## config.mk

```make
export PLATFORM = sky130hd
export DESIGN_NAME = min_heap_engine_top
export DESIGN_NICKNAME = d
export VERILOG_FILES = /design/src/hdl/mhe_pkg.sv /design/src/hdl/mhe_store.sv /design/src/hdl/min_heap_engine_top.sv
export SDC_FILE = /design/constraint.sdc
export NUM_CORES = 2
export LEC_CHECK = 0
export ABC_AREA = 0
export BUFFER_PORTS_ARGS = -buffer_cell sky130_fd_sc_hd__buf_4
export CAP_MARGIN = 20
export CORE_UTILIZATION = 35
export CTS_CLUSTER_DIAMETER = 80
export CTS_CLUSTER_SIZE = 28
export DETAILED_ROUTE_END_ITERATION = 7
export GPL_TIMING_DRIVEN = 0
export PLACE_DENSITY = 0.51
export SLEW_MARGIN = 20
export SYNTH_ARGS = -nofsm -noshare
export SYNTH_HDL_FRONTEND = slang
export SYNTH_SLANG_ARGS = --single-unit
```

## constraint.sdc

```tcl
create_clock -name clk -period 11.49 [get_ports clk]
set_input_delay 0 -clock clk [delete_from_list [all_inputs] [get_ports clk]]
set_output_delay 0 -clock clk [all_outputs]
set_load 0.01 [all_outputs]
```

## src/hdl/mhe_pkg.sv

```systemverilog
`timescale 1ns / 1ps

package mhe_pkg;

  typedef enum logic [1:0] {
    OP_INSERT = 2'd0,
    OP_APPEND = 2'd1,
    OP_BUILD  = 2'd2,
    OP_READ   = 2'd3
  } op_t;

  typedef enum logic [1:0] {
    ST_OK    = 2'd0,
    ST_FULL  = 2'd1,
    ST_RANGE = 2'd2
  } status_t;

  typedef enum logic [2:0] {
    S_IDLE,
    S_UP,
    S_DN_LOAD,
    S_DN_CMP,
    S_RD
  } state_t;

  localparam int unsigned IN_VALUE_W  = 32;
  localparam int unsigned IN_INDEX_W  = 6;
  localparam int unsigned OUT_TOTAL_W = 7;

endpackage

```

## src/hdl/mhe_store.sv

```systemverilog
`timescale 1ns / 1ps

module mhe_store #(
  parameter int unsigned DEPTH = 64,
  parameter int unsigned WIDTH = 32,
  parameter int unsigned AW    = 6
) (
  input  logic             clk,
  input  logic             wr_en,
  input  logic [AW-1:0]    wr_addr,
  input  logic [WIDTH-1:0] wr_data,
  input  logic [AW-1:0]    rd_addr_a,
  input  logic [AW-1:0]    rd_addr_b,
  output logic [WIDTH-1:0] rd_data_a,
  output logic [WIDTH-1:0] rd_data_b
);

  logic [WIDTH-1:0] mem [DEPTH];
  logic [WIDTH-1:0] rd_data_a_r;
  logic [WIDTH-1:0] rd_data_b_r;

  always_ff @(posedge clk) begin
    if (wr_en) begin
      mem[wr_addr] <= wr_data;
    end
    rd_data_a_r <= mem[rd_addr_a];
    rd_data_b_r <= mem[rd_addr_b];
  end

  assign rd_data_a = rd_data_a_r;
  assign rd_data_b = rd_data_b_r;

endmodule

```

## src/hdl/min_heap_engine_top.sv

```systemverilog
`timescale 1ns / 1ps

// Binary min-heap of signed values held in one synchronous memory.
// An operation is transferred at a rising edge where start is high and busy is low;
// in_opcode selects insert, append, build or read, with in_value and in_index.
// Every operation gives exactly one result: out_valid is high for one cycle with
// out_read_data, out_min_value, out_entry_total and out_status. The receiver
// cannot stall, so a result is always transferred in the cycle it is shown.
// Append, an insert into an empty heap, a rejected operation, a build of fewer
// than two entries and a read out of range finish straight from the idle state;
// a read passes through S_RD; any other insert climbs in S_UP, one level at a
// time, until the parent is no larger or the root is reached. A build takes
// each parent from the last one down to the root through a load step
// (S_DN_LOAD) and a compare step (S_DN_CMP) that repeats for each level that
// entry sinks.
// Each heap level takes its own step because the memory has one write port and
// registered reads. busy stays high until the last write is done and falls as
// the result appears, so the next operation can be transferred at the edge that
// transfers the result; no operation is taken while another is in progress.
// Reset empties the heap; the memory itself is not cleared.
module min_heap_engine_top #(
  parameter int unsigned CAPACITY   = 64,
  parameter int unsigned DATA_WIDTH = 32
) (
  input  logic                                   clk,
  input  logic                                   rst_n,
  input  logic                                   start,
  output logic                                   busy,
  input  mhe_pkg::op_t                           in_opcode,
  input  logic signed [mhe_pkg::IN_VALUE_W-1:0]  in_value,
  input  logic [mhe_pkg::IN_INDEX_W-1:0]         in_index,
  output logic                                   out_valid,
  output logic signed [31:0]                     out_read_data,
  output logic signed [31:0]                     out_min_value,
  output logic [mhe_pkg::OUT_TOTAL_W-1:0]        out_entry_total,
  output mhe_pkg::status_t                       out_status
);

  import mhe_pkg::*;

  localparam int unsigned AW = (CAPACITY > 1) ? $clog2(CAPACITY) : 1;
  localparam int unsigned CW = $clog2(CAPACITY + 1);
  localparam int unsigned XW = (CW > IN_INDEX_W) ? CW : IN_INDEX_W;
  localparam int unsigned NW = AW + 2;

  state_t                state_r, state_nxt;
  logic [DATA_WIDTH-1:0] x_r, x_nxt;
  logic [AW-1:0]         pos_r, pos_nxt;
  logic [AW-1:0]         bp_r, bp_nxt;
  logic [CW-1:0]         count_r, count_nxt;
  logic [DATA_WIDTH-1:0] root_r, root_nxt;

  logic                  out_valid_r;
  logic signed [31:0]    out_read_data_r;
  logic signed [31:0]    out_min_value_r;
  logic [OUT_TOTAL_W-1:0] out_entry_total_r;
  status_t               out_status_r;

  logic                  we;
  logic [AW-1:0]         wa, ra, rb;
  logic [DATA_WIDTH-1:0] wd, rd_a, rd_b;

  logic                  fin;
  status_t               fin_status;
  logic [DATA_WIDTH-1:0] fin_rdata;

  logic signed [63:0]    vin64;
  logic [DATA_WIDTH-1:0] vin;
  logic [CW-1:0]         half;
  logic [AW-1:0]         par;
  logic [NW-1:0]         lc_w, rc_w, n_w;
  logic                  take_l, take_r;
  logic [DATA_WIDTH-1:0] best_l;
  logic [AW-1:0]         best_pos;
  logic [DATA_WIDTH-1:0] best_val;
  logic [NW-1:0]         blc_w, brc_w;
  logic [CW+OUT_TOTAL_W-1:0] total_ext;

  function automatic logic signed [31:0] to32(input logic [DATA_WIDTH-1:0] v);
    logic signed [63:0] w;
    w = 64'($signed(v));
    return w[31:0];
  endfunction

  function automatic logic [NW-1:0] lchild(input logic [AW-1:0] p);
    return {1'b0, p, 1'b1};
  endfunction

  mhe_store #(
    .DEPTH (CAPACITY),
    .WIDTH (DATA_WIDTH),
    .AW    (AW)
  ) u_store (
    .clk       (clk),
    .wr_en     (we),
    .wr_addr   (wa),
    .wr_data   (wd),
    .rd_addr_a (ra),
    .rd_addr_b (rb),
    .rd_data_a (rd_a),
    .rd_data_b (rd_b)
  );

  assign vin64 = 64'(in_value);
  assign vin   = vin64[DATA_WIDTH-1:0];
  assign half  = count_r >> 1;
  assign par   = (pos_r - AW'(1)) >> 1;
  assign n_w   = NW'(count_r);
  assign lc_w  = lchild(pos_r);
  assign rc_w  = lc_w + NW'(1);

  always_comb begin
    take_l = (lc_w < n_w) && ($signed(rd_a) < $signed(x_r));
    best_l = take_l ? rd_a : x_r;
    take_r = (rc_w < n_w) && ($signed(rd_b) < $signed(best_l));
    if (take_r) begin
      best_pos = rc_w[AW-1:0];
      best_val = rd_b;
    end else if (take_l) begin
      best_pos = lc_w[AW-1:0];
      best_val = rd_a;
    end else begin
      best_pos = pos_r;
      best_val = x_r;
    end
    blc_w = lchild(best_pos);
    brc_w = blc_w + NW'(1);
  end

  always_comb begin
    state_nxt  = state_r;
    x_nxt      = x_r;
    pos_nxt    = pos_r;
    bp_nxt     = bp_r;
    count_nxt  = count_r;
    root_nxt   = root_r;
    we         = 1'b0;
    wa         = pos_r;
    wd         = x_r;
    ra         = pos_r;
    rb         = pos_r;
    fin        = 1'b0;
    fin_status = ST_OK;
    fin_rdata  = '0;
    case (state_r)
      S_IDLE: begin
        if (start) begin
          case (in_opcode)
            OP_INSERT, OP_APPEND: begin
              if (count_r == CW'(CAPACITY)) begin
                fin        = 1'b1;
                fin_status = ST_FULL;
              end else begin
                count_nxt = count_r + CW'(1);
                x_nxt     = vin;
                pos_nxt   = AW'(count_r);
                if (in_opcode == OP_APPEND || count_r == '0) begin
                  we  = 1'b1;
                  wa  = AW'(count_r);
                  wd  = vin;
                  fin = 1'b1;
                end else begin
                  ra        = AW'((count_r - CW'(1)) >> 1);
                  state_nxt = S_UP;
                end
              end
            end
            OP_BUILD: begin
              if (half == '0) begin
                fin = 1'b1;
              end else begin
                pos_nxt   = AW'(half - CW'(1));
                bp_nxt    = AW'(half - CW'(1));
                ra        = AW'(half - CW'(1));
                state_nxt = S_DN_LOAD;
              end
            end
            OP_READ: begin
              if (XW'(in_index) < XW'(count_r)) begin
                ra        = AW'(in_index);
                state_nxt = S_RD;
              end else begin
                fin        = 1'b1;
                fin_status = ST_RANGE;
              end
            end
            default: begin
              fin = 1'b1;
            end
          endcase
        end
      end
      S_UP: begin
        if (pos_r == '0) begin
          we        = 1'b1;
          fin       = 1'b1;
          state_nxt = S_IDLE;
        end else if ($signed(rd_a) > $signed(x_r)) begin
          we      = 1'b1;
          wd      = rd_a;
          pos_nxt = par;
          ra      = (par - AW'(1)) >> 1;
        end else begin
          we        = 1'b1;
          fin       = 1'b1;
          state_nxt = S_IDLE;
        end
      end
      S_DN_LOAD: begin
        x_nxt     = rd_a;
        ra        = lc_w[AW-1:0];
        rb        = rc_w[AW-1:0];
        state_nxt = S_DN_CMP;
      end
      S_DN_CMP: begin
        we = 1'b1;
        if (take_l || take_r) begin
          wd      = best_val;
          pos_nxt = best_pos;
          ra      = blc_w[AW-1:0];
          rb      = brc_w[AW-1:0];
        end else if (bp_r == '0) begin
          fin       = 1'b1;
          state_nxt = S_IDLE;
        end else begin
          bp_nxt    = bp_r - AW'(1);
          pos_nxt   = bp_r - AW'(1);
          ra        = bp_r - AW'(1);
          state_nxt = S_DN_LOAD;
        end
      end
      S_RD: begin
        fin       = 1'b1;
        fin_rdata = rd_a;
        state_nxt = S_IDLE;
      end
      default: begin
        state_nxt = S_IDLE;
      end
    endcase
    if (we && wa == '0) begin
      root_nxt = wd;
    end
  end

  assign total_ext = (CW + OUT_TOTAL_W)'(count_nxt);

  always_ff @(posedge clk) begin
    if (!rst_n) begin
      state_r     <= S_IDLE;
      count_r     <= '0;
      out_valid_r <= 1'b0;
    end else begin
      state_r     <= state_nxt;
      count_r     <= count_nxt;
      out_valid_r <= fin;
    end
  end

  always_ff @(posedge clk) begin
    x_r    <= x_nxt;
    pos_r  <= pos_nxt;
    bp_r   <= bp_nxt;
    root_r <= root_nxt;
    if (fin) begin
      out_read_data_r   <= to32(fin_rdata);
      out_min_value_r   <= (count_nxt != '0) ? to32(root_nxt) : 32'sd0;
      out_entry_total_r <= total_ext[OUT_TOTAL_W-1:0];
      out_status_r      <= fin_status;
    end
  end

  assign busy            = (state_r != S_IDLE);
  assign out_valid       = out_valid_r;
  assign out_read_data   = out_read_data_r;
  assign out_min_value   = out_min_value_r;
  assign out_entry_total = out_entry_total_r;
  assign out_status      = out_status_r;

endmodule
```

== After elaboration in Yosys (flattened, before gate mapping) ==
Memories as Yosys holds them, arrays and structs flattened. A register that Yosys moved wholly into a read port is not among the register bits.
Cells that the tools add are included.

* Order comparisons: 6
* $add $sub $neg: 8
* Equal/unequal tests: 23
* Reduce and logical (&&, ||, !) cells: 24
* Muxes and demuxes: 83

{| class="wikitable"
|+ Operator list
! cell !! number
|-
| $mux 32 || 13
|-
| $mux 6 || 27
|-
| $pmux 32 s3 || 1
|-
| $lt 32x32->1 || 2
|-
| $pmux 32 s2 || 1
|-
| $pmux 6 s2 || 3
|-
| $pmux 6 s3 || 2
|-
| $gt 32x32->1 || 1
|-
| $mux 7 || 4
|-
| $mux 3 || 8
|-
| $pmux 6 s4 || 1
|-
| $logic_not 6->1 || 3
|-
| $sub 6x1->6 const B || 3
|-
| $mux 1 || 15
|-
| $ne 3x3->1 const B || 5
|-
| $logic_not 7->1 || 2
|-
| $ne 2x2->1 const B || 7
|-
| $pmux 3 s4 || 1
|-
| $reduce_and 6->1 || 2
|-
| $pmux 3 s3 || 1
|-
| $add 7x1->8 const B || 1
|-
| $lt 8x7->1 || 1
|-
| $add 7x1->7 const B || 1
|-
| $eq 7x7->1 const B || 1
|-
| other kinds (28) || 38
|}

* Bits of input ports: 43
* Memory bits (writable): 2,048
* Register bits: 160
* Memories kept: 1
* Output and inout bits: 75

{| class="wikitable"
|+ Memory list
! memory !! words !! bits a word !! rd ports !! clocked after Yosys merged registers in !! wr ports !! line !! RTL
|-
| u_store.mem || 64 || 32 || 2 || 2 || 1 || mhe_store.sv:18 || <nowiki>logic [WIDTH-1:0] mem [DEPTH];</nowiki>
|}

== Depth between registers and ports, before layout ==
* Depth in word-level cells: 10
* Depth in mapped cells: 38
* Mapped depth without buffers: 30

== Modules after synthesis ==
A second synthesis with hierarchy kept.

* Cells, all modules: 5,800
* Area total of the unflattened synthesis: 108,064.9 µm²

{| class="wikitable"
|+ By module, submodules not included
! module !! cells each !! instances !! area each (µm²) !! seq. area each (µm²)
|-
| mhe_store || 4,409 || 1 || 95,710.5 || 62,780.2
|-
| min_heap_engine_top || 1,391 || 1 || 12,354.3 || 4,374.2
|}

== Worst setup path after synthesis ==
Ideal clock, no wire load.

* Path kind: register -> register
* Start: register x_r[17]
* End: memory u_store.mem[0][12], data pin
* Clock period less this slack: 9.189 ns
* Library setup time: 0.711 ns
* Cell stages (with the launch flop): 26
* Arrival: 8.478 ns
* Setup slack: 2.301 ns
* Path through: edfxtp_1 -> inv_1 -> ha_1 -> a21o_1 -> a221o_1 -> a221oi_1 -> nand4b_1 -> o21a_1 -> nor2_1 -> clkbuf_1 -> clkbuf_1 -> clkbuf_1 -> a21oi_1 -> ha_1 -> a211oi_1 -> o21ai_0 -> a221oi_1 -> o211ai_2 -> a211oi_1 -> a31oi_4 -> nand2_2 -> clkbuf_1 -> clkbuf_1 -> buf_1 -> a21oi_1 -> o21ai_0

* Longest elaborated chain between the ends: 8
* Elaborated cells between the ends (all ways): 12
* Those cells by class: order compare (3); mux (6); reduce/logical (3)

{| class="wikitable"
|+ RTL lines
! element !! line !! RTL
|-
| start, declared || min_heap_engine_top.sv:47 || <nowiki>logic [DATA_WIDTH-1:0] x_r, x_nxt;</nowiki>
|-
| start signal, assigned || min_heap_engine_top.sv:261 || <nowiki>x_r <= x_nxt;</nowiki>
|-
| $lt 32x32->1 || min_heap_engine_top.sv:113 || <nowiki>take_l = (lc_w < n_w) && ($signed(rd_a) < $signed(x_r));</nowiki>
|-
| $logic_and 1x1->1 || min_heap_engine_top.sv:113 ||
|-
| $mux 32 || min_heap_engine_top.sv:114, min_heap_engine_top.sv:119 ||
|-
| $lt 32x32->1 || min_heap_engine_top.sv:115 || <nowiki>take_r = (rc_w < n_w) && ($signed(rd_b) < $signed(best_l));</nowiki>
|-
| $logic_and 1x1->1 || min_heap_engine_top.sv:115 ||
|-
| $mux 32 / $logic_or 1x1->1 (equally long branches) || min_heap_engine_top.sv:116, min_heap_engine_top.sv:217 ||
|-
| $mux 32 || min_heap_engine_top.sv:217 || <nowiki>if (take_l || take_r) begin</nowiki>
|-
| $pmux 32 s3 (*) || min_heap_engine_top.sv:145 || <nowiki>case (state_r)</nowiki>
|-
| net u_store.wr_data[12] || mhe_store.sv:11 || <nowiki>input logic [WIDTH-1:0] wr_data,</nowiki>
|-
| end, declared || mhe_store.sv:18 ||
|}

The timed path passes the listed nets; every way through them passes the cells marked *.

== Worst setup path after layout ==
* Start: register x_r[18]
* End: register u_store.rd_data_a_r[2], in the netlist u_store.rd_data_a[2], read port of u_store.mem

* Longest elaborated chain between the ends: 8
* Elaborated cells between the ends (all ways): 13
* Those cells by class: order compare (3); mux (7); reduce/logical (3)

{| class="wikitable"
|+ RTL lines
! element !! line !! RTL
|-
| $lt 32x32->1 || min_heap_engine_top.sv:113 ||
|-
| $logic_and 1x1->1 || min_heap_engine_top.sv:113 ||
|-
| $mux 32 || min_heap_engine_top.sv:114 || <nowiki>best_l = take_l ? rd_a : x_r;</nowiki>
|-
| $lt 32x32->1 || min_heap_engine_top.sv:115 ||
|-
| $logic_and 1x1->1 || min_heap_engine_top.sv:115 ||
|-
| $mux 6 / $logic_or 1x1->1 (equally long branches) || min_heap_engine_top.sv:116, min_heap_engine_top.sv:217 ||
|-
| $mux 6 || min_heap_engine_top.sv:217 ||
|-
| $pmux 6 s4 (*) || min_heap_engine_top.sv:145 ||
|-
| end, declared || mhe_store.sv:19 || <nowiki>logic [WIDTH-1:0] rd_data_a_r;</nowiki>
|}

Mark *: on every way between the ends. The rest lies on a longest branch, timed or not.
A chain may end at the register's enable or synchronous reset.

==> insert_results.sql <==
INSERT INTO impl_metrics (metric_group, metric, value, unit) VALUES
('grt', 'global_route_total_usage_across_every_layer', '36.6', '%'),
('cells_and_area', 'fillers', '30500', ''),
('setup_path', 'critPathRequiredTime', '12.05', 'ns'),
('cells_and_area', 'layout.nets', '10200', ''),
('power_and_ir_drop', 'power.density_cell_area', '263', 'nW/um^2'),
('setup_path', 'cpLargestDelayFamily', 'compound AO/OA/AOI/OAI gates', ''),
('sta', 'setup_viol', '0', ''),
('sta', 'setup_total_negative_slack', '0', 'ns'),
('grt', 'globalRouteOverflowTotal', '0', ''),
('placed_design', 'post_place_setup_slack', '-3.37', 'ns'),
('placed_design', 'place.port_buffers', '115', ''),
('drt', 'routedWlPerCell', '43.0', 'microns'),
('clock_network', 'clk_path_buf_depth', '4', ''),
('synth', 'synth_async_sr_flop_share', '0', '%'),
('power_and_ir_drop', 'p_int', '17.9', 'mW'),
('die', 'floorplan.die.height', '575', 'microns'),
('synth', 'number_of_synthesis_warnings', '0', ''),
('cells_and_area', 'layout-drive-gt1-share', '14.5', '%'),
('drt', 'antenna_left', '0', ''),
('setup_path', 'crit_arrival', '11.91', 'ns'),
('synth', 'synth-compound-area-share', '11.9', '%'),
('synth', 'cell_area_after_synthesis', '115000', 'sq um'),
('status', 'status', 'finished, violations left', ''),
('clock_network', 'clkTransAtPathRegs', '0.08', 'ns'),
('sta', 'clock-skew-final', '0.0861', 'ns'),
('setup_path', 'setup.reg_to_reg.worst_slack', '0.14', 'ns'),
('cells_and_area', 'final_common_cell', 'edfxtp_1', ''),
('grt', 'busiest_layer', 'met2', ''),
('die', 'io_pins', '118', ''),
('synth', 'synth-adder-area-share', '0.990', '%'),
('status', 'failed_checks', 'design-rule violations', ''),
('synth', 'synthSimpleGateAreaFrac', '10.7', '%'),
('synth', 'synth_ff_type', 'edfxtp_1', ''),
('grt', 'antenna_found_initial', '79', ''),
('synth', 'synth-xor-area-share', '0.213', '%'),
('power_and_ir_drop', 'seq_power_share', '29.3', '%'),
('run', 'cap_viol_max_count', '0', ''),
('sta', 'max_slew.worst_pin.slew', '1.43', 'ns'),
('sta', 'min_period_over_period', '98.8', '%'),
('setup_path', 'critical-path-slowest-cell', 'a31oi_1', ''),
('setup_path', 'crit_path_max_incr_delay', '1.01', 'ns'),
('clock_network', 'tritoncts.num_buffers', '145', ''),
('sta', 'worst_slew_margin_rel', '4.37', '%'),
('synth', 'synth_cell_type_count', '98', ''),
('power_and_ir_drop', 'combinationalPowerShare', '53.2', '%'),
('sta', 'timing.final.crit_period', '11.35', 'ns'),
('clock_network', 'tritoncts_num_sinks', '2272', ''),
('clock_network', 'clock_latency', '0.98', 'ns'),
('synth', 'synth.mux.area_fraction', '14.3', '%'),
('sta', 'final_critical_path_setup_slack', '0.138', 'ns'),
('power_and_ir_drop', 'ir_drop', '0.180', 'mV'),
('setup_path', 'timing.critical_path.to_type', 'register', ''),
('drt', 'vias', '94900', ''),
('clock_network', 'clockRootBuffer', 'clkbuf_16', ''),
('cells_and_area', 'final_design_area_no_fill', '135000', 'sq um'),
('power_and_ir_drop', 'swShare', '49.8', '%'),
('grt', 'grt_util_met3', '12.5', '%'),
('die', 'floorplan.die_area', '331000', 'sq um'),
('drt', 'wirelength_routed', '626', 'mm'),
('drt', 'vias_per_cell', '6.52', ''),
('placed_design', 'finalWeightedCongestion', '1.10', ''),
('synth', 'netlist_top_cells_area', 'edfxtp_1 (57%), mux2i_1 (14%), nand2_1 (4.2%), a211oi_1 (4.1%), and3_1 (2.6%)', ''),
('die', 'core-area', '327000', 'sq um'),
('clock_network', 'ctsHtreeMaxLevel', '4', ''),
('worst_hold_path', 'hold_path_class', 'input port to register', ''),
('power_and_ir_drop', 'total_switching_power', '17.7', 'mW'),
('synth', 'post_synth_inst_count', '9453', ''),
('placed_design', 'placed_cells_incl_taps', '14200', ''),
('setup_path', 'critical_path.n_buffers_inverters', '6', ''),
('drt', 'remaining_design_rule_violation_count', '1', ''),
('power_and_ir_drop', 'leakagePower', '49.0', 'nW');
-- final cells by class --
type / instances / area [sq um] / share of cell area (%)
tap: 4346 / 5440 / 4.02
buffer: 791 / 3720 / 2.75
sequential: 2272 / 67200 / 49.7
timing repair buffer: 445 / 6940 / 5.13
multi-input combinational: 6260 / 46300 / 34.2
inverter: 128 / 483 / 0.357
clock buffer: 162 / 3860 / 2.86
antenna: 41 / 103 / 0.0759
clock inverter: 101 / 1300 / 0.962
-- worst reg2reg max path, delay by kind of cell, from the launching register on --
| family | cells | cell delay (ns) |
|---|---|---|
| flops | 1 | 0.43 |
| compound gates | 10 | 3.72 |
| fa+ha+maj | 2 | 0.60 |
| buf+inv | 6 | 2.72 |
| mux | 1 | 0.26 |
| simple gates | 9 | 3.25 |
-- synthesized netlist by cell type (all sizes together), types with 69 or more instances --
master	instances
and3	474
nand3	219
nand2	1300
ha	91
mux2i	1598
a21oi	365
o21ai	192
a311oi	107
dfxtp	107
a211oi	662
a32oi	125
and2	71
edfxtp	2165
buf	393
inv	127
nor4	69
clkbuf	400
nor2	226
a31oi	223
-- final timing paths --
path                              startpoint                   end  depth (start not counted)
worst max register to register       x_r[18]  u_store.rd_data_a[2]                         28
worst max-delay path                 x_r[18]  u_store.rd_data_a[2]                         28
worst min register to register    root_r[15]            root_r[15]                          2
worst min-delay path            in_value[18]               x_r[18]                          4
-- flip-flops by register name (all words and copies together), names as in the netlist, 32 cells and up --
signal / flops
u_store.mem: 2048
root_r: 32
out_read_data: 32
u_store.rd_data_a: 32
x_r: 32
out_min_value: 32
u_store.rd_data_b: 32
-- routing by layer --
layer | vias up | wire, microns
met5 | - | 183
li1 | 37800 | -
met4 | 24 | 60100
met1 | 47900 | 232000
met3 | 1556 | 81200
met2 | 7633 | 253000
-- stage by stage --
step	power [mW]	util, %
2_1_floorplan	18.4	-
3_3_place_gp	27.2	37.1
3_5_place_dp	28.0	39.1
4_1_cts	34.4	41.2
5_1_grt	35.6	41.3
6_report	35.6	41.3
-- power groups by stage --
stage	Clock, mW	Combinational [mW]	Sequential (mW)
finish	6.22	19.0	10.4
global route	6.45	18.7	10.5
CTS	6.19	17.8	10.4
detailed placement	0	17.4	10.6
global placement	0	16.1	11.1
floorplan	0	7.76	10.6
-- cell families after synthesis --
group / Yosys count
simple gates: 2587
flops: 2272
compound gates: 1933
mux: 1621
buf+inv: 921
fa+ha+maj: 91
xor+xnor: 28
-- repair_timing --
item	4_1_cts	5_1_grt
setup buffers	1	1
pin swaps	1	1
setup endpoints to repair	40	32
hold buffers	71	0
resized for setup	200	32
hold endpoints to repair	416	0
(Power assumes the default switching activity.)
